## config.mk

```make
export PLATFORM = sky130hd
export DESIGN_NAME = max_priority_fifo_queue_core_flat
export DESIGN_NICKNAME = d
export VERILOG_FILES = /design/src/hw/rtl/mpfq_pkg.sv /design/src/hw/rtl/mpfq_if.sv /design/src/hw/rtl/max_priority_fifo_queue_core.sv /design/src/flat_wrapper.sv
export SDC_FILE = /design/constraint.sdc
export NUM_CORES = 1
export LEC_CHECK = 0
export ABC_AREA = 1
export BUFFER_PORTS_ARGS = -buffer_cell sky130_fd_sc_hd__buf_2
export CORE_MARGIN = 5
export CORE_UTILIZATION = 50
export CTS_BUF_LIST = sky130_fd_sc_hd__clkbuf_4 sky130_fd_sc_hd__clkbuf_8 sky130_fd_sc_hd__clkbuf_16
export DETAILED_ROUTE_END_ITERATION = 10
export MAX_ROUTING_LAYER = met4
export PLACE_DENSITY_LB_ADDON = 0.1
export SLEW_MARGIN = 20
export SYNTH_ARGS = -nofsm -noshare
export SYNTH_HDL_FRONTEND = slang
export SYNTH_SLANG_ARGS = --single-unit
export TNS_END_PERCENT = 5
```

## constraint.sdc

```tcl
create_clock -name i_clk -period 8.2 [get_ports i_clk]
set_clock_uncertainty 0.05 [all_clocks]
set_input_delay 0.41 -clock i_clk [delete_from_list [all_inputs] [get_ports i_clk]]
set_output_delay 0.41 -clock i_clk [all_outputs]
set_load 0.02 [all_outputs]
```

## src/hw/rtl/mpfq_pkg.sv

```systemverilog
// ---------------------------------------------------------------------------
// mpfq_pkg
// Shared constants and types for the stable max-priority queue.
// ---------------------------------------------------------------------------
package mpfq_pkg;

    localparam int CAPACITY   = 16;
    localparam int TAG_BITS   = 32;

    localparam int PRIO_W     = 8;
    localparam int TAG_W      = 32;
    localparam int OCC_W      = 5;
    localparam int SLOT_TAG_W = (TAG_BITS < TAG_W) ? TAG_BITS : TAG_W;
    localparam int IDX_W      = $clog2(CAPACITY);
    localparam int CNT_W      = $clog2(CAPACITY + 1);

    typedef enum logic {
        KIND_INSERT = 1'b0,
        KIND_REMOVE = 1'b1
    } t_kind;

    typedef enum logic [1:0] {
        ST_INSERTED = 2'd0,
        ST_SERVED   = 2'd1,
        ST_EMPTY    = 2'd2,
        ST_FULL     = 2'd3
    } t_status;

    typedef enum logic [2:0] {
        S_IDLE,
        S_SCAN,
        S_SCAN_LAST,
        S_SHIFT,
        S_DONE
    } t_state;

endpackage

```

## src/hw/rtl/mpfq_if.sv

```systemverilog
// ---------------------------------------------------------------------------
// mpfq_req_if / mpfq_rsp_if
// Valid/ready channels for queue requests and their responses.
// ---------------------------------------------------------------------------
interface mpfq_req_if;
    import mpfq_pkg::*;

    logic                valid;
    logic                ready;
    t_kind               kind;
    logic [PRIO_W-1:0]   entry_priority;
    logic [TAG_W-1:0]    entry_tag;

    modport source (output valid, output kind, output entry_priority, output entry_tag,
                    input ready);
    modport sink   (input valid, input kind, input entry_priority, input entry_tag,
                    output ready);
endinterface

interface mpfq_rsp_if;
    import mpfq_pkg::*;

    logic                valid;
    logic                ready;
    t_status             status;
    logic [PRIO_W-1:0]   served_priority;
    logic [TAG_W-1:0]    served_tag;
    logic [OCC_W-1:0]    occupancy;

    modport source (output valid, output status, output served_priority,
                    output served_tag, output occupancy, input ready);
    modport sink   (input valid, input status, input served_priority,
                    input served_tag, input occupancy, output ready);
endinterface

```

## src/hw/rtl/max_priority_fifo_queue_core.sv

```systemverilog
// ---------------------------------------------------------------------------
// max_priority_fifo_queue_core
// Bounded max-priority queue, ties served in arrival order.
//
// i_req carries one transaction per request: kind (insert or remove), plus
// priority and tag for an insert. o_rsp returns one transaction per request:
// status, the served priority and tag (zero unless served) and occupancy.
// Insert, remove on empty and insert on full answer directly: the
// response is registered at the accepting edge and is valid the next cycle.
// A remove with N entries held, best at slot b, walks the N slots with one
// comparator through the registered slot memory, then compacts the entries
// after slot b one slot per cycle, then loads its response once the output
// register is free. One request is in flight at a time; i_req.ready is low
// while a remove runs or while a held response cannot be replaced. A
// stalled o_rsp holds its transaction and also holds off new requests.
// Reset empties the queue and drops any pending response; slot contents
// are not cleared.
// ---------------------------------------------------------------------------
module max_priority_fifo_queue_core (
    input  logic        i_clk,
    input  logic        i_rst_n,
    mpfq_req_if.sink    i_req,
    mpfq_rsp_if.source  o_rsp
);
    import mpfq_pkg::*;

    logic [PRIO_W-1:0]     r_mem_prio [CAPACITY];
    logic [SLOT_TAG_W-1:0] r_mem_tag  [CAPACITY];

    t_state                r_state, n_state;
    logic [CNT_W-1:0]      r_count, n_count;
    logic [CNT_W-1:0]      r_idx, n_idx;
    logic [PRIO_W-1:0]     r_rd_prio;
    logic [SLOT_TAG_W-1:0] r_rd_tag;
    logic                  r_cmp_v, r_cmp_first;
    logic [IDX_W-1:0]      r_cmp_idx;
    logic [PRIO_W-1:0]     r_best_prio, n_best_prio;
    logic [SLOT_TAG_W-1:0] r_best_tag, n_best_tag;
    logic [IDX_W-1:0]      r_best_idx, n_best_idx;
    logic                  r_wr_pend;
    logic [IDX_W-1:0]      r_wr_addr;

    logic                  r_out_valid;
    t_status               r_out_status, n_out_status;
    logic [PRIO_W-1:0]     r_out_prio, n_out_prio;
    logic [TAG_W-1:0]      r_out_tag, n_out_tag;
    logic [OCC_W-1:0]      r_out_occ, n_out_occ;
    logic                  out_load;

    logic                  req_fire, out_free, is_full, is_empty;
    logic                  last_slot, shift_more, cmp_take, do_insert;
    logic [CNT_W-1:0]      idx_next;
    logic [IDX_W-1:0]      rd_addr;

    assign req_fire   = i_req.valid && i_req.ready;
    assign out_free   = !r_out_valid || o_rsp.ready;
    assign is_full    = (r_count == CNT_W'(CAPACITY));
    assign is_empty   = (r_count == '0);
    assign idx_next   = r_idx + 1'b1;
    assign last_slot  = (idx_next == r_count);
    assign shift_more = (idx_next < r_count);
    assign cmp_take   = r_cmp_v && (r_cmp_first || (r_rd_prio > r_best_prio));
    assign do_insert  = req_fire && (i_req.kind == KIND_INSERT) && !is_full;
    assign rd_addr    = (r_state == S_SHIFT) ? idx_next[IDX_W-1:0] : r_idx[IDX_W-1:0];

    assign i_req.ready          = (r_state == S_IDLE) && out_free;
    assign o_rsp.valid          = r_out_valid;
    assign o_rsp.status         = r_out_status;
    assign o_rsp.served_priority = r_out_prio;
    assign o_rsp.served_tag     = r_out_tag;
    assign o_rsp.occupancy      = r_out_occ;

    // next state
    always_comb begin
        n_state = r_state;
        unique case (r_state)
            S_IDLE: begin
                if (req_fire && (i_req.kind == KIND_REMOVE) && !is_empty) begin
                    n_state = S_SCAN;
                end
            end
            S_SCAN: begin
                if (last_slot) begin
                    n_state = S_SCAN_LAST;
                end
            end
            S_SCAN_LAST: begin
                n_state = S_SHIFT;
            end
            S_SHIFT: begin
                if (!shift_more) begin
                    n_state = S_DONE;
                end
            end
            S_DONE: begin
                if (out_free) begin
                    n_state = S_IDLE;
                end
            end
            default: begin
                n_state = S_IDLE;
            end
        endcase
    end

    // datapath control and response
    always_comb begin
        n_best_prio  = cmp_take ? r_rd_prio : r_best_prio;
        n_best_tag   = cmp_take ? r_rd_tag  : r_best_tag;
        n_best_idx   = cmp_take ? r_cmp_idx : r_best_idx;
        n_idx        = r_idx;
        n_count      = r_count;
        out_load     = 1'b0;
        n_out_status = ST_INSERTED;
        n_out_prio   = '0;
        n_out_tag    = '0;
        n_out_occ    = '0;
        unique case (r_state)
            S_IDLE: begin
                n_idx = '0;
                if (do_insert) begin
                    n_count = r_count + 1'b1;
                end
                if (req_fire) begin
                    if (i_req.kind == KIND_INSERT) begin
                        out_load     = 1'b1;
                        n_out_status = is_full ? ST_FULL : ST_INSERTED;
                    end else if (is_empty) begin
                        out_load     = 1'b1;
                        n_out_status = ST_EMPTY;
                    end
                end
            end
            S_SCAN: begin
                n_idx = idx_next;
            end
            S_SCAN_LAST: begin
                n_idx = CNT_W'(n_best_idx);
            end
            S_SHIFT: begin
                if (shift_more) begin
                    n_idx = idx_next;
                end
            end
            S_DONE: begin
                if (out_free) begin
                    n_count      = r_count - 1'b1;
                    out_load     = 1'b1;
                    n_out_status = ST_SERVED;
                    n_out_prio   = r_best_prio;
                    n_out_tag    = TAG_W'(r_best_tag);
                end
            end
            default: begin
                n_idx = '0;
            end
        endcase
        n_out_occ = OCC_W'(n_count);
    end

    always_ff @(posedge i_clk) begin
        if (!i_rst_n) begin
            r_state     <= S_IDLE;
            r_count     <= '0;
            r_idx       <= '0;
            r_cmp_v     <= 1'b0;
            r_cmp_first <= 1'b0;
            r_wr_pend   <= 1'b0;
            r_out_valid <= 1'b0;
        end else begin
            r_state     <= n_state;
            r_count     <= n_count;
            r_idx       <= n_idx;
            r_cmp_v     <= (r_state == S_SCAN);
            r_cmp_first <= (r_state == S_SCAN) && (r_idx == '0);
            r_wr_pend   <= (r_state == S_SHIFT) && shift_more;
            if (out_load) begin
                r_out_valid <= 1'b1;
            end else if (o_rsp.ready) begin
                r_out_valid <= 1'b0;
            end
        end
    end

    always_ff @(posedge i_clk) begin
        r_cmp_idx   <= r_idx[IDX_W-1:0];
        r_wr_addr   <= r_idx[IDX_W-1:0];
        r_best_prio <= n_best_prio;
        r_best_tag  <= n_best_tag;
        r_best_idx  <= n_best_idx;
        if (out_load) begin
            r_out_status <= n_out_status;
            r_out_prio   <= n_out_prio;
            r_out_tag    <= n_out_tag;
            r_out_occ    <= n_out_occ;
        end
    end

    // slot memory: one write port, one registered read port
    always_ff @(posedge i_clk) begin
        if (do_insert) begin
            r_mem_prio[r_count[IDX_W-1:0]] <= i_req.entry_priority;
            r_mem_tag[r_count[IDX_W-1:0]]  <= SLOT_TAG_W'(i_req.entry_tag);
        end else if (r_wr_pend) begin
            r_mem_prio[r_wr_addr] <= r_rd_prio;
            r_mem_tag[r_wr_addr]  <= r_rd_tag;
        end
        r_rd_prio <= r_mem_prio[rd_addr];
        r_rd_tag  <= r_mem_tag[rd_addr];
    end

    a_count_bound: assert property (@(posedge i_clk) disable iff (!i_rst_n)
        r_count <= CNT_W'(CAPACITY))
        else $error("occupancy above capacity");

    a_insert_count: assert property (@(posedge i_clk) disable iff (!i_rst_n)
        (req_fire && (i_req.kind == KIND_INSERT) && !is_full)
        |=> (r_count == $past(r_count) + 1'b1))
        else $error("insert did not advance occupancy");

    a_busy_nonempty: assert property (@(posedge i_clk) disable iff (!i_rst_n)
        (r_state != S_IDLE) |-> !is_empty)
        else $error("remove in progress on an empty queue");

endmodule
```

## src/flat_wrapper.sv

```systemverilog
// flat-port wrapper written by rule: the top's interface ports become plain ports
module max_priority_fifo_queue_core_flat import mpfq_pkg::*;
  (i_clk, i_rst_n, i_req_valid, i_req_kind, i_req_entry_priority, i_req_entry_tag, i_req_ready, o_rsp_valid, o_rsp_status, o_rsp_served_priority, o_rsp_served_tag, o_rsp_occupancy, o_rsp_ready);
  mpfq_req_if i_req_i ();
  mpfq_rsp_if o_rsp_i ();
  input  logic i_clk;
  input  logic i_rst_n;
  input wire logic [$bits(i_req_i.valid)-1:0] i_req_valid;
  input wire logic [$bits(i_req_i.kind)-1:0] i_req_kind;
  input wire logic [$bits(i_req_i.entry_priority)-1:0] i_req_entry_priority;
  input wire logic [$bits(i_req_i.entry_tag)-1:0] i_req_entry_tag;
  output wire logic [$bits(i_req_i.ready)-1:0] i_req_ready;
  output wire logic [$bits(o_rsp_i.valid)-1:0] o_rsp_valid;
  output wire logic [$bits(o_rsp_i.status)-1:0] o_rsp_status;
  output wire logic [$bits(o_rsp_i.served_priority)-1:0] o_rsp_served_priority;
  output wire logic [$bits(o_rsp_i.served_tag)-1:0] o_rsp_served_tag;
  output wire logic [$bits(o_rsp_i.occupancy)-1:0] o_rsp_occupancy;
  input wire logic [$bits(o_rsp_i.ready)-1:0] o_rsp_ready;
  assign i_req_i.valid = i_req_valid;
  assign i_req_i.kind = i_req_kind;
  assign i_req_i.entry_priority = i_req_entry_priority;
  assign i_req_i.entry_tag = i_req_entry_tag;
  assign i_req_ready = i_req_i.ready;
  assign o_rsp_valid = o_rsp_i.valid;
  assign o_rsp_status = o_rsp_i.status;
  assign o_rsp_served_priority = o_rsp_i.served_priority;
  assign o_rsp_served_tag = o_rsp_i.served_tag;
  assign o_rsp_occupancy = o_rsp_i.occupancy;
  assign o_rsp_i.ready = o_rsp_ready;
  max_priority_fifo_queue_core u_core (.i_clk(i_clk), .i_rst_n(i_rst_n), .i_req(i_req_i), .o_rsp(o_rsp_i));
endmodule
```

; ---- After elaboration in Yosys (flattened, before gate mapping)
; Memory sizes are Yosys's and may differ from the RTL's. A register that Yosys moved wholly into a read port is not among the register bits.
; Cells that the tools add are included.
[classes]
addsub = 3
order_cmp = 2
n_eq_ne = 11
muxes = 36
bitwise_logic = 2
n_reduce_logical = 23
[op_table]
columns = op, count
row1 = 32-bit two-way mux, 1
row2 = 32-bit OR reduction, 1
row3 = 5-bit one-hot mux with 4 select lines, 1
row4 = 4-bit two-way mux, 4
row5 = 5-bit two-way mux, 3
row6 = 3-bit one-hot mux with 5 select lines, 1
row7 = 1-bit two-way mux, 14
row8 = 3-bit two-way mux, 4
row9 = "5-bit by 1-bit adder with 5-bit output, second input constant", 2
row10 = 5-bit logical NOT, 2
row11 = 5-bit one-hot mux with 2 select lines, 1
row12 = 1-bit logical AND, 9
row13 = 8-bit > comparator, 1
row14 = 2-bit two-way mux, 4
row15 = 8-bit two-way mux, 1
row16 = 8-bit OR reduction, 1
row17 = "3-bit by 2-bit == test with 1-bit output, second input constant", 2
row18 = "2-bit by 1-bit inequality test with 1-bit output, second input constant", 3
row19 = 5-bit == test, 1
row20 = "5-bit == test, second input constant", 1
row21 = 5-bit less-than comparator, 1
row22 = "5-bit by 1-bit subtractor with 5-bit output, second input constant", 1
row23 = "2-bit inequality test, second input constant", 2
row24 = 2-bit one-hot mux with 2 select lines, 1
row25 = 10 further kinds, 15
[word_totals]
ff_bits = 112
mem_bits_rw = 640
in_bits = 45
output_inout_bits = 49
word_cells = 94
memories = 2
[memory_table]
columns = name, depth, word_bits, read_ports, rd_ports_with_merged_regs, write_ports, line_no
row1 = u_core.r_mem_tag, 16, 32, 1, 1, 1, max_priority_fifo_queue_core.sv:28  ; logic [SLOT_TAG_W-1:0] r_mem_tag [CAPACITY];
row2 = u_core.r_mem_prio, 16, 8, 1, 1, 1, max_priority_fifo_queue_core.sv:27  ; logic [PRIO_W-1:0] r_mem_prio [CAPACITY];

; ---- Logic depth before layout (Yosys ltp)
; Gate-level depths: netlist of run 1.
[logic_depth]
depth_word = 10
mapped_depth = 15
mapped_depth_nobuf = 15

; ---- Worst setup path before layout of run 1
; OpenSTA, ideal clock, no wires.
[synth_timing]
kind = register to register
startpoint = register u_core.r_count[0]
endpoint = memory u_core.r_mem_prio[0][0] (enable)
setup_ns = 0.437
t_arrival_ns = 3.450
required_time_ns = 7.713
setup_slack_ns = 4.263
path_stages_with_launch = 15
path_buffers = 1
synth_period_minus_slack_ns = 3.937
cell_sequence = dfxtp_1 -> inv_1 -> ha_1 -> nand2_1 -> nor2_2 -> nand2_1 -> nand2_1 -> nor2_8 -> inv_2 -> nand2_4 -> buf_8 -> nand2_2 -> o21ai_4 -> nand3_4 -> nor2_1
[synth_between]
elab_chain_len = 7
elab_cells_between_ends = 10
classes_between = 1 x eq/ne / 6 x mux / 3 x reduce/logical
[synth_rtl]
columns = element, line_no
row1 = start: declaration, max_priority_fifo_queue_core.sv:31  ; logic [CNT_W-1:0] r_count, n_count;
row2 = start signal: assignment, max_priority_fifo_queue_core.sv:172  ; r_count <= n_count;
row3 = 5-bit == test, max_priority_fifo_queue_core.sv:57  ; assign is_full = (r_count == CNT_W'(CAPACITY));
row4 = 1-bit logical NOT, max_priority_fifo_queue_core.sv:63  ; assign do_insert = req_fire && (i_req.kind == KIND_INSERT) && !is_full;
row5 = 1-bit logical AND, max_priority_fifo_queue_core.sv:63
row6 = 1-bit two-way mux, max_priority_fifo_queue_core.sv:201  ; if (do_insert) begin
row7 = 1-bit two-way mux (implied by the code), max_priority_fifo_queue_core.sv:205  ; r_mem_prio[r_wr_addr] <= r_rd_prio;
row8 = 8-bit OR reduction (no source line), -
row9 = 4-bit two-way mux (no source line) or 1-bit two-way mux (tied branches), -
row10 = end: declaration, max_priority_fifo_queue_core.sv:27
; Several ways; a longest one is shown, not always the timed one.

; ---- Worst setup path after layout of run 1
[layout_timing]
startpoint = register u_core.r_count[0]
endpoint = memory u_core.r_mem_tag[11][2] (netlist name) (enable)
[layout_between]
elab_chain_len = 7
elab_cells_between_ends = 10
classes_between = 1 x eq/ne / 6 x mux / 3 x reduce/logical
[layout_rtl]
columns = element, line_no
row1 = 5-bit == test, max_priority_fifo_queue_core.sv:57
row2 = 1-bit logical NOT, max_priority_fifo_queue_core.sv:63
row3 = 1-bit logical AND, max_priority_fifo_queue_core.sv:63
row4 = 1-bit two-way mux, max_priority_fifo_queue_core.sv:201
row5 = 1-bit two-way mux (implied by the code), max_priority_fifo_queue_core.sv:206  ; r_mem_tag[r_wr_addr] <= r_rd_tag;
row6 = 32-bit OR reduction (no source line), -
row7 = 4-bit two-way mux (no source line) or 1-bit two-way mux (tied branches), -
row8 = end: declaration, max_priority_fifo_queue_core.sv:28
; Several ways; a longest one is shown, not always the timed one.

==> impl_results.md, run 1 <==
- Nets: ~2,500
- Layout Area Growth over Synthesis: 12.7%
- Crit path kind: flop to flop
- Syn Inst Count: 2,398
- Fillcell total: about 5,100
- Tcrit/Tclk final: 0.460
- PwrDens: ~330 nW/um^2
- First-pass GRT wire length: roughly 110,000 um
- Slew headroom: 0.218
- Ys flop type: edfxtp_1
- Slowest stage delay, CP: between 0.6 and 0.7 ns
- Max IR drop VDD: ~0.25 mV
- Synth async-reset ratio: 0
- R2R Path End: u_core.r_mem_tag[11][2]
- Met3 usage: 0.0286
- RePlAce Congestion: about 0.78
- Worst Tran Pin Value: around 1.2 ns
- FF-to-FF Start: u_core.r_count[0]
- Die area: between 60,000 and 70,000 um^2
- DR vias: 18,700
- Horiz. Die Dim: between 200 and 300 um
- Synth area leaders: edfxtp_1, nor2_1, dfxtp_1, o21ai_0, o211ai_1
- Final wirelength: about 70,000 um
- Initial core utilization: 0.503
- Slowest CP cell: nor2_4
- Seq/Total Area, Yosys: 0.731
- Crit-path max FO: 21
- Residual DRC count: 0
- FP Rows: 92
- CP arrival: 3.98 ns
- Largest net degree at the start of global routing: ~210
- # setup viols final: 0
- GRT busiest layer: met2
- Hold Violations, Final: 0
- Met1 Use GR: 0.298
- Critical Path Stages: 14
- Setup WS post-layout: roughly 4.4 ns
- Multi-input gate area: around 7500 um^2
- Buf/Inv on CP: 4
- R2R setup slack: approximately 4.4 ns
- Unrepaired setup endpoints after global routing: no
- Layout cells sized above 1: 0.156
- Vias/cell: about 5.5
- Hold_ws: between 0.07 and 0.08 ns
- Max-cap check violation count: 0
- PortBufs: between 90 and 100
- Vias in the first global route: roughly 19,000
- Post-synth cell types: 42
- Met2 usage: 0.346
- Ys Warns: 0
- Inserted Clock Buffers: 82
- CTS HTree Levels: 3
- Slew Viols, Final: 0
- Worst path top cell family by delay: simple AND/OR/NAND/NOR gates
- Drt pass-1 iters: 5
- End of the critical path: u_core.r_mem_tag[11][2]
- Fin crit period: approximately 3.8 ns
- Outcome: complete, no violations
- Core area: between 60,000 and 70,000 um^2
- Pleak: ~0.012 uW
- #FFs+latches synth: 792
- I/O pins: 94
- EDFF count, synth: 727
- Total GRT Usage: 0.217
- Hold_buf cts: 0
- Synth top area share: 0.690
- Resized cells post-CTS: 0
- Worst skew pair latency: around 0.61 ns
- Hold Path Class: input pin to flop
- Synth Cell Area: around 32,000 um^2
- CTS tree: done
- DP Wirelength: between 30,000 and 40,000 um
- Crit-path cells: inv_1 -> ha_1 -> nand2_1 -> nor2_2 -> nand2_1 -> nand2_1 -> nor2_8 -> inv_2 -> nand2_4 -> o21ai_2 -> inv_1 -> nand3_2 -> nor2_4 -> buf_4
- Root buffer cell: clkbuf_16
- Routed WL per cell: 21.3 um
- Fin util: 0.567
- Critical path's most frequent cell: nand2_1
- Initial antenna violation count: 0
- Setup Fix Bufs, Post-CTS: 0
- Fin Setup TNS: 0 ns
- Start point of the critical path: u_core.r_count[0]
- Register area: 23,100 um^2
- Setup WS pre-CTS: 4.41 ns
- Drt initial violations: 1,544
- Routed Antenna Nets: 0
- Crit. End Element: flop
- Die height: around 260 um
- Hold Path Stages: 3
- Syn Area/Cell: approximately 13 um^2
- Max Fclk: about 260 MHz
- GRT Residual Overflow: 0
- CP startpoint kind: flop
- Req. time, crit path: 8.40 ns
- Syn Nets: about 2,500
- Number of clock sinks: 792
- Synth area leader: edfxtp_1
- CTS Buffer Depth: 3
- Reg2reg path depth: 14
- Worst-path clk slew: around 0.060 ns
## cell usage after synthesis (7+ instances only)
cell type,n
edfxtp_1,727
nor2_1,469
o21ai_0,258
o211ai_1,172
nand2_1,149
inv_1,124
nand3_1,98
dfxtp_1,65
clkbuf_1,61
buf_2,57
mux2_4,38
o211ai_2,33
o21ai_1,27
a21oi_1,19
ha_1,17
buf_6,13
nand2_2,10
inv_2,7
## worst min-delay path by stage
| stage | end | start | slack (ns) |
|---|---|---|---|
| after floorplan | u_core.r_cmp_idx[3] | u_core.r_idx[3] | 0.30 |
| after global placement | u_core.r_cmp_idx[3] | u_core.r_idx[3] | 0.32 |
| after detailed placement | u_core.r_cmp_idx[3] | u_core.r_idx[3] | 0.32 |
| after CTS | u_core.r_idx[3] | i_rst_n | 0.04 |
| after global routing | u_core.r_idx[3] | i_rst_n | 0.07 |
| final | u_core.r_idx[3] | i_rst_n | 0.08 |
## layout make-up
type | count | share of cell area
multi-input cells | 1335 | 0.209
well taps | 846 | 0.0297
diodes | 1 | 0.0000702
flip-flops and latches | 792 | 0.649
inverters | 133 | 0.0142
repair buffers | 124 | 0.0206
clock buffers | 114 | 0.0664
clock inverters | 36 | 0.0110
## cell usage in the layout, fill, tap and decap left out, types with 11 or more instances in the layout
| master | synthesis | layout |
|---|---|---|
| buf_4 | 5 | 28 |
| nor2_4 | 2 | 18 |
| ha_1 | 17 | 17 |
| o21ai_1 | 27 | 26 |
| inv_1 | 124 | 122 |
| edfxtp_1 | 727 | 727 |
| o211ai_2 | 33 | 33 |
| nor2_1 | 469 | 453 |
| clkbuf_4 | 1 | 22 |
| mux2_4 | 38 | 38 |
| a21oi_1 | 19 | 19 |
| dfxtp_1 | 65 | 65 |
| buf_2 | 57 | 93 |
| nand3_1 | 98 | 98 |
| clkinv_2 | 0 | 11 |
| nand2_1 | 149 | 148 |
| o211ai_1 | 172 | 172 |
| clkbuf_16 | 0 | 83 |
| o21ai_0 | 258 | 258 |
## where the power goes
group	switching, uW	leakage [uW]	total [uW]	internal [uW]
registers	179	0.00712	5020	4840
logic	2010	0.00400	2810	807
clock network	1500	0.00137	3770	2270
total	3690	0.0125	11600	7920
## per-layer routing
metal | routed length, um | vias to the layer above | share of wire
met5 | 0 | - | 0
met4 | 1350 | 0 | 0.019
met3 | 3250 | 108 | 0.045
met2 | 34700 | 440 | 0.48
met1 | 32600 | 9385 | 0.45
li1 | - | 8814 | -
## worst min-delay path, delay by kind of cell
| kind | cells | cell delay (ns) |
|---|---|---|
| AOI/OAI and AO/OA | 1 | 0.03 |
| buffers and inverters | 1 | 0.17 |
| and+or+nand+nor | 1 | 0.08 |
## flip-flops by register name, summed over array words and instances, names as in the netlist
register                      count
u_core.r_idx                      5
u_core.r_cmp_idx                  4
u_core.o_rsp.served_priority      8
u_core.r_rd_prio                  8
u_core.r_best_idx                 4
u_core.o_rsp.status               2
u_core.o_rsp.served_tag          32
u_core.r_cmp_first                1
u_core.r_mem_tag                512
u_core.r_rd_tag                  32
u_core.r_best_prio                8
u_core.r_wr_pend                  1
u_core.o_rsp.valid                1
u_core.r_state                    3
u_core.r_cmp_v                    1
u_core.r_best_tag                32
u_core.o_rsp.occupancy            5
u_core.r_mem_prio               128
u_core.r_count                    5
## cells by family after synthesis
kind of cell	count (synthesis)	synth area share
adder cells (fa/ha/maj)	17	0.00672
AND/OR/NAND/NOR	752	0.0984
multiplexers	39	0.0184
buffers and inverters	271	0.0386
XOR/XNOR	6	0.00166
AO/OA/AOI/OAI	521	0.105
flip-flops	792	0.731
## metrics by stage
stage | std cells | total power (uW) | instance area [um^2]
after floorplan | 2398 | 7100 | 31600
after global placement | 3229 | 7890 | 32900
after detailed placement | 3230 | 7950 | 32900
after CTS | 3380 | 11700 | 35700
after global routing | 3380 | 12200 | 35700
final | 3381 | 11600 | 35700
Power figures use the tool's default switching activity.
==> run 2: changes to the inputs <==
Settings changed: ABC_AREA 1 to 0.
Clock period 8.2 ns to 3.8 ns, I/O delays scaled along.
==> run 2 against run 1 <==
Compared with the run above:
- combinational power decreased by 76%
- register-to-register slack got worse by 3.9 ns
- sequential power increased by 94%
- setup slack got worse by 3.9 ns
- sequential share of layout area increased by 1.3 points
- worst hold slack improved by 0.020 ns
- global-route usage increased by 0.53 points
==> impl_results.md, run 2 <==
- Max Fclk: 306 MHz (+16%)
- Routed WL per cell: 24.3 um (+14%)
- Hold Path Class: input pin to flop
- GRT Residual Overflow: 0 (unchanged)
- Crit path kind: flop to flop
- Tcrit/Tclk final: 0.860 (+0.399)
- Synth Cell Area: 30,400 um^2 (-3.9%)
- Resized cells post-CTS: 0 (unchanged)
- Max-cap check violation count: 0 (unchanged)
- Die area: 65,800 um^2 (-3.8%)
- Drt pass-1 iters: 5 (unchanged)
- Most common cell after layout, fill and taps aside: edfxtp_1
- # diodes: 0 (-1)
- Top reg by flops: u_core.r_mem_tag
- CTS tree: done
- Synth area leaders: edfxtp_1, a221oi_1, dfxtp_1, mux2i_1, nand2_1
- Synth async-reset ratio: 0 (unchanged)
- FP Rows: 90 (-2.2%)
- #FFs+latches synth: 792 (unchanged)
- Largest net degree at the start of global routing: 98 (-54%)
- Horiz. Die Dim: 257 um (-1.9%)
- Crit-path cells: inv_1 -> ha_1 -> a31oi_1 -> nand2_1 -> nand2_2 -> nand3_1 -> a21oi_4 -> buf_12
- EDFF count, synth: 727 (unchanged)
- Fin crit period: 3.27 ns (-0.508 ns)
- Most frequent cell after synthesis: edfxtp_1
- Slowest CP cell: dfxtp_1
- Inserted Clock Buffers: 80 (-2.4%)
- CP startpoint kind: flop
- Layout cells sized above 1: 0.150 (-0.00579)
- Layout Cells excl Fill: 2,974 (-12%)
- Worst-path clk slew: 0.06 ns (about the same)
- Ys Warns: 0 (unchanged)
- Hold Violations, Final: 0 (unchanged)
- Post-synth cell types: 51 (+21%)
- Final wirelength: 72,200 um (+0.45%)
- Total GRT Usage: 0.222 (+0.00526)
- Core area: 60,200 um^2 (-4.1%)
- DP Wirelength: 40,000 um (+8.2%)
- Nets: 2,189 (-13%)
- Outcome: complete, no violations
- Fin util: 0.580 (+0.0131)
- Vias in the first global route: 17,400 (-5.8%)
- Seq/Total Area, Yosys: 0.761 (+0.0297)
- Layout Area Growth over Synthesis: 15.0%
- I/O pins: 94 (unchanged)
- Syn Nets: 2,079 (-15%)
- Biggest regs: u_core.r_mem_tag: 512 flops, u_core.r_mem_prio: 128 flops
- Vias/cell: 5.90 (+6.5%)
- CP arrival: 3.50 ns (-0.48 ns)
- Unrepaired setup endpoints after global routing: no
- Syn Area/Cell: 15.1 um^2 (+14%)
- Root buffer cell: clkbuf_16
- Crit-path max FO: 40 (+90%)
- RePlAce Congestion: 0.819 (+4.5%)
- Crit. End Element: flop
- PortBufs: 93 (unchanged)
- Max IR drop VDD: 0.331 mV (+33%)
- Pleak: 0.0120 uW (-4.1%)
- Most frequent cells in the layout: edfxtp_1, nand2_1, a21oi_1, a221oi_1, mux2i_1
- Initial antenna violation count: 2 (+2)
- Syn Inst Count: 2,017 (-16%)
- Slowest stage delay, CP: 0.53 ns (-0.16 ns)
- CTS HTree Levels: 3 (unchanged)
- Slew Viols, Final: 0 (unchanged)
- Ys flop type: edfxtp_1
- Post-Place Cells: 2,825 (-13%)
- Synth top area share: 0.718 (+0.0280)
- Routed Antenna Nets: 0 (unchanged)
- Slew headroom: 0.263 (+0.0446)
- Worst skew pair latency: 0.62 ns (about the same)
- DR vias: 17,600 (-6.4%)
- Initial core utilization: 0.505 (+0.00125)
- Die height: 257 um (-1.9%)
- Largest register FFs: 512 (unchanged)
- Synth area leader: edfxtp_1
- # setup viols final: 0 (unchanged)
- Worst Tran Pin Value: 1.11 ns (-0.0670 ns)
- Reg2reg path depth: 8 (-6)
- Hold_ws: 0.100 ns (+0.0204 ns)
- Drt initial violations: 1,514 (-1.9%)
- First-pass GRT wire length: 108,000 um (-1.6%)
- PwrDens: 519 nW/um^2 (+60%)
- CTS Buffer Depth: 3 (unchanged)
- Residual DRC count: 0 (unchanged)
- Number of clock sinks: 792 (unchanged)
- Synth top cells by count: edfxtp_1, nand2_1, a21oi_1
- Hold Path Stages: 4 (+1)
- Req. time, crit path: 4.03 ns (-4.37 ns)
==> run 2: cell count changes after synthesis, sizes merged, moves of 39 or more <==
cell and delta:
a21oi +196, a221oi +160, and2 +39, inv -103, mux2i +126, nand2 +175
nand3 -91, nor2 -440, o211ai -204, o21ai -283, or4 +40
==> run 2: metrics by stage <==
stage / power (uW) / setup WS [ns] / setup TNS, ns / cell area [um^2]
after global routing: 18800 / 0.344 / 0 / 35000
after detailed placement: 10600 / 0.597 / 0 / 32300
final: 18200 / 0.533 / 0 / 35000
after floorplan: 10300 / -0.379 / -117.72 / 30400
after global placement: 10600 / 0.659 / 0 / 32300
after CTS: 18300 / 0.566 / 0 / 35000
==> run 2: critical path: cells and delay by family, from the launching register on <==
family                     cells  cell delay, ns
buffers and inverters          2            0.50
and+or+nand+nor                3            0.94
adders and majority gates      1            0.30
DFF                            1            0.53
AOI/OAI and AO/OA              2            0.55
==> run 2: final cells by class <==
type / instances / area (um^2)
Fill cell: 4613 / 25300
Sequential cell: 792 / 23100
Multi-Input combinational cell: 1065 / 6810
Clock buffer: 111 / 2280
Timing Repair Buffer: 159 / 1320
Tap cell: 782 / 978
Clock inverter: 36 / 338
Inverter: 29 / 109
==> run 2: power breakdown <==
| group | switching, uW | internal, uW |
|---|---|---|
| logic | 478 | 206 |
| clock network | 3220 | 4510 |
| registers | 74.6 | 9690 |
| total | 3770 | 14400 |
==> run 2: repair_timing <==
item | in CTS | in global routing
buffers inserted | 0 | 0
hold endpoints to repair | 13 | 0
hold buffers | 2 | 0
==> run 2: final timing paths <==
kind	to	slack, ns	from
min	u_core.o_rsp.valid	0.10	o_rsp_ready
max	u_core.r_mem_tag[15][0]	0.53	u_core.r_count[0]
max reg2reg	u_core.r_mem_tag[15][0]	0.53	u_core.r_count[0]
min reg2reg	u_core.r_best_tag[25]	0.39	u_core.r_rd_tag[25]
==> run 2: cell families after synthesis <==
group / after synthesis / share of synthesized area
DFF: 792 / 0.761
and+or+nand+nor: 494 / 0.0726
AOI/OAI and AO/OA: 417 / 0.0911
buffers and inverters: 160 / 0.0230
muxes: 127 / 0.0418
adders and majority gates: 17 / 0.00699
xor gates and xnor gates: 10 / 0.00374
==> run 2: layer usage <==
layer	GRT usage	vias to the layer above	wire (um)
met1	0.312	8885	32100
met2	0.335	567	33400
met5	-	-	0
li1	-	7990	-
met3	0.0413	113	4830
met4	0.0677	0	1810
==> run 3: changes to the inputs <==
Settings changed: CORE_UTILIZATION 50 to 55, PLACE_DENSITY set to 0.72, PLACE_DENSITY_LB_ADDON 0.1 to unset.
==> run 3 against run 2 <==
Compared with the run above:
- register-to-register slack lost 0.23 ns
- cell count is 1.3% lower
- clock power is 2% lower
- maximum frequency shrank 6.5%
- utilization increased by 5.4 points
- via count rose by 3.4%
- sequential share of layout area rose by 0.16 points
- largest cell class unchanged
==> impl_results.md, run 3 (synthesis results as in run 2) <==
- RePlAce Congestion: 0.843 (+2.8%)
- Hold_buf cts: 2 (unchanged)
- Req. time, crit path: 4.10 ns (+0.07 ns)
- Hold Path Class: input pin to flop
- Slew headroom: 0.264 (+0.00103)
- Unrepaired setup endpoints after global routing: no
- Tot Pwr: 18,000 uW (-0.98%)
- Initial antenna violation count: 2 (unchanged)
- Pleak: 0.0120 uW (-0.13%)
- Setup Fix Bufs, Post-CTS: 0 (unchanged)
- Fillcell total: 3,787 (-18%)
- Root buffer cell: clkbuf_16
- Worst Tran Pin Value: 1.09 ns (-0.0114 ns)
- Hold Violations, Final: 0 (unchanged)
- Hold Path Stages: 4 (unchanged)
- Die area: 60,100 um^2 (-8.7%)
- Top reg by flops: u_core.r_mem_tag
- Crit-path cells: inv_1 -> ha_1 -> a31oi_1 -> a21oi_4 -> nand3b_1 -> a21boi_0 -> nor2_4 -> buf_12
- Crit-path max FO: 18 (-55%)
- Slowest CP cell: a21boi_0
- CTS Buffer Depth: 3 (unchanged)
- Routed WL per cell: 24.3 um (about the same)
- Max-cap check violation count: 0 (unchanged)
- Worst skew pair latency: 0.62 ns (about the same)
- Max Fclk: 286 MHz (-6.5%)
- Largest register FFs: 512 (unchanged)
- WL met3: 6250 um (+29%)
- Total GRT Usage: 0.242 (+0.0199)
- Initial core utilization: 0.553 (+0.0483)
- Vias/cell: 6.19 (+4.8%)
- Drt initial violations: 1,845 (+22%)
- M1 WL: 29,400 um (-8.5%)
- CTS tree: done
- Slowest stage delay, CP: 0.89 ns (+0.36 ns)
- Fin crit period: 3.50 ns (+0.228 ns)
- I/O pins: 94 (unchanged)
- DR vias: 18,200 (+3.4%)
- Most frequent cells in the layout: edfxtp_1, nand2_1, a21oi_1, a221oi_1, mux2i_1
- Biggest regs: u_core.r_mem_tag: 512 flops, u_core.r_mem_prio: 128 flops
- Core area: 55,000 um^2 (-8.7%)
- Hold_ws: 0.0918 ns (-0.00836 ns)
- DR top layer: met4
- Die height: 245 um (-4.5%)
- First-pass GRT wire length: 108,000 um (-0.42%)
- Tcrit/Tclk final: 0.920 (+0.0600)
- CP arrival: 3.80 ns (+0.30 ns)
- Outcome: complete, no violations
- Drt pass-1 iters: 5 (unchanged)
- Met2 WL post-DR: 34,100 um (+1.9%)
- Crit path kind: flop to flop
- # setup viols final: 0 (unchanged)
- Slew Viols, Final: 0 (unchanged)
- Max IR drop VDD: 0.300 mV (-9.5%)
- FP Rows: 86 (-4.4%)
- Number of clock sinks: 792 (unchanged)
- Layout Area Growth over Synthesis: 14.7%
- GRT Residual Overflow: 0 (unchanged)
- # diodes: 0 (unchanged)
- Routed Antenna Nets: 0 (unchanged)
- Post-Place Cells: 2,791 (-1.2%)
- PortBufs: 93 (unchanged)
- Inserted Clock Buffers: 76 (-5.0%)
- Largest net degree at the start of global routing: 59 (-40%)
- Crit. End Element: flop
- Worst-path clk slew: 0.06 ns (about the same)
- Layout cells sized above 1: 0.148 (-0.00233)
- CTS HTree Levels: 3 (unchanged)
- Most common cell after layout, fill and taps aside: edfxtp_1
- Layout Cells excl Fill: 2,934 (-1.3%)
- Residual DRC count: 0 (unchanged)
- Resized cells post-CTS: 0 (unchanged)
- CP startpoint kind: flop
- Final wirelength: 71,200 um (-1.4%)
- Vias in the first global route: 17,800 (+2.4%)
- Nets: 2,185 (-0.18%)
- PwrDens: 516 nW/um^2 (-0.73%)
- DP Wirelength: 38,800 um (-2.9%)
- Reg2reg path depth: 8 (unchanged)
- Horiz. Die Dim: 245 um (-4.5%)
==> run 3: cell count changes in the layout (fill, tap and decap cells not counted), moves of 2 or more <==
cell	before	now
clkinvlp_4	4	2
clkbuf_4	25	20
buf_4	36	32
clkbuf_8	5	9
inv_8	0	2
bufinv_16	4	2
buf_12	28	32
clkinv_8	4	2
==> run 3: layer usage <==
layer / vias up / GRT usage
met4: 0 / 0.0640
met5: - / -
met1: 9171 / 0.345
li1: 7981 / -
met2: 883 / 0.373
met3: 120 / 0.0351
==> run 3: layout make-up <==
class,count,area [um^2],area share
Sequential cell,792,23100,0.663
Multi-Input combinational cell,1065,6810,0.195
Clock buffer,109,2280,0.0652
Timing Repair Buffer,159,1370,0.0392
Tap cell,748,936,0.0268
Clock inverter,32,256,0.00735
Inverter,29,109,0.00312
==> run 3: final timing paths <==
check | to | slack, ns | from
worst max-delay path | u_core.r_mem_tag[9][16] | 0.30 | u_core.r_count[0]
worst min-delay path | u_core.r_mem_prio[13][0] | 0.09 | i_req_entry_priority[0]
worst max register to register | u_core.r_mem_tag[9][16] | 0.30 | u_core.r_count[0]
worst min register to register | u_core.r_best_tag[18] | 0.37 | u_core.r_rd_tag[18]
==> run 3: worst max-delay path, delay by kind of cell (launching register included) <==
kind | cells | cell delay (ns)
buf+inv | 2 | 0.43
compound gates | 3 | 1.47
flops | 1 | 0.54
simple gates | 2 | 0.43
fa+ha+maj | 1 | 0.30
==> run 3: power breakdown <==
group	leakage (uW)	total, uW	switching [uW]	internal (uW)
clock network	0.00128	7540	3190	4350
registers	0.00713	9760	76.9	9680
logic	0.00356	689	484	205
total	0.0120	18000	3750	14200
==> run 3: metrics by stage <==
stage / worst slack [ns] / cell area, um^2 / setup TNS [ns] / util
floorplan: -0.379 / 30400 / -117.72 / -
global placement: 0.634 / 32300 / 0 / 0.588
detailed placement: 0.461 / 32300 / 0 / 0.588
CTS: 0.412 / 34900 / 0 / 0.634
global route: 0.138 / 34900 / 0 / 0.634
finish: 0.305 / 34900 / 0 / 0.634
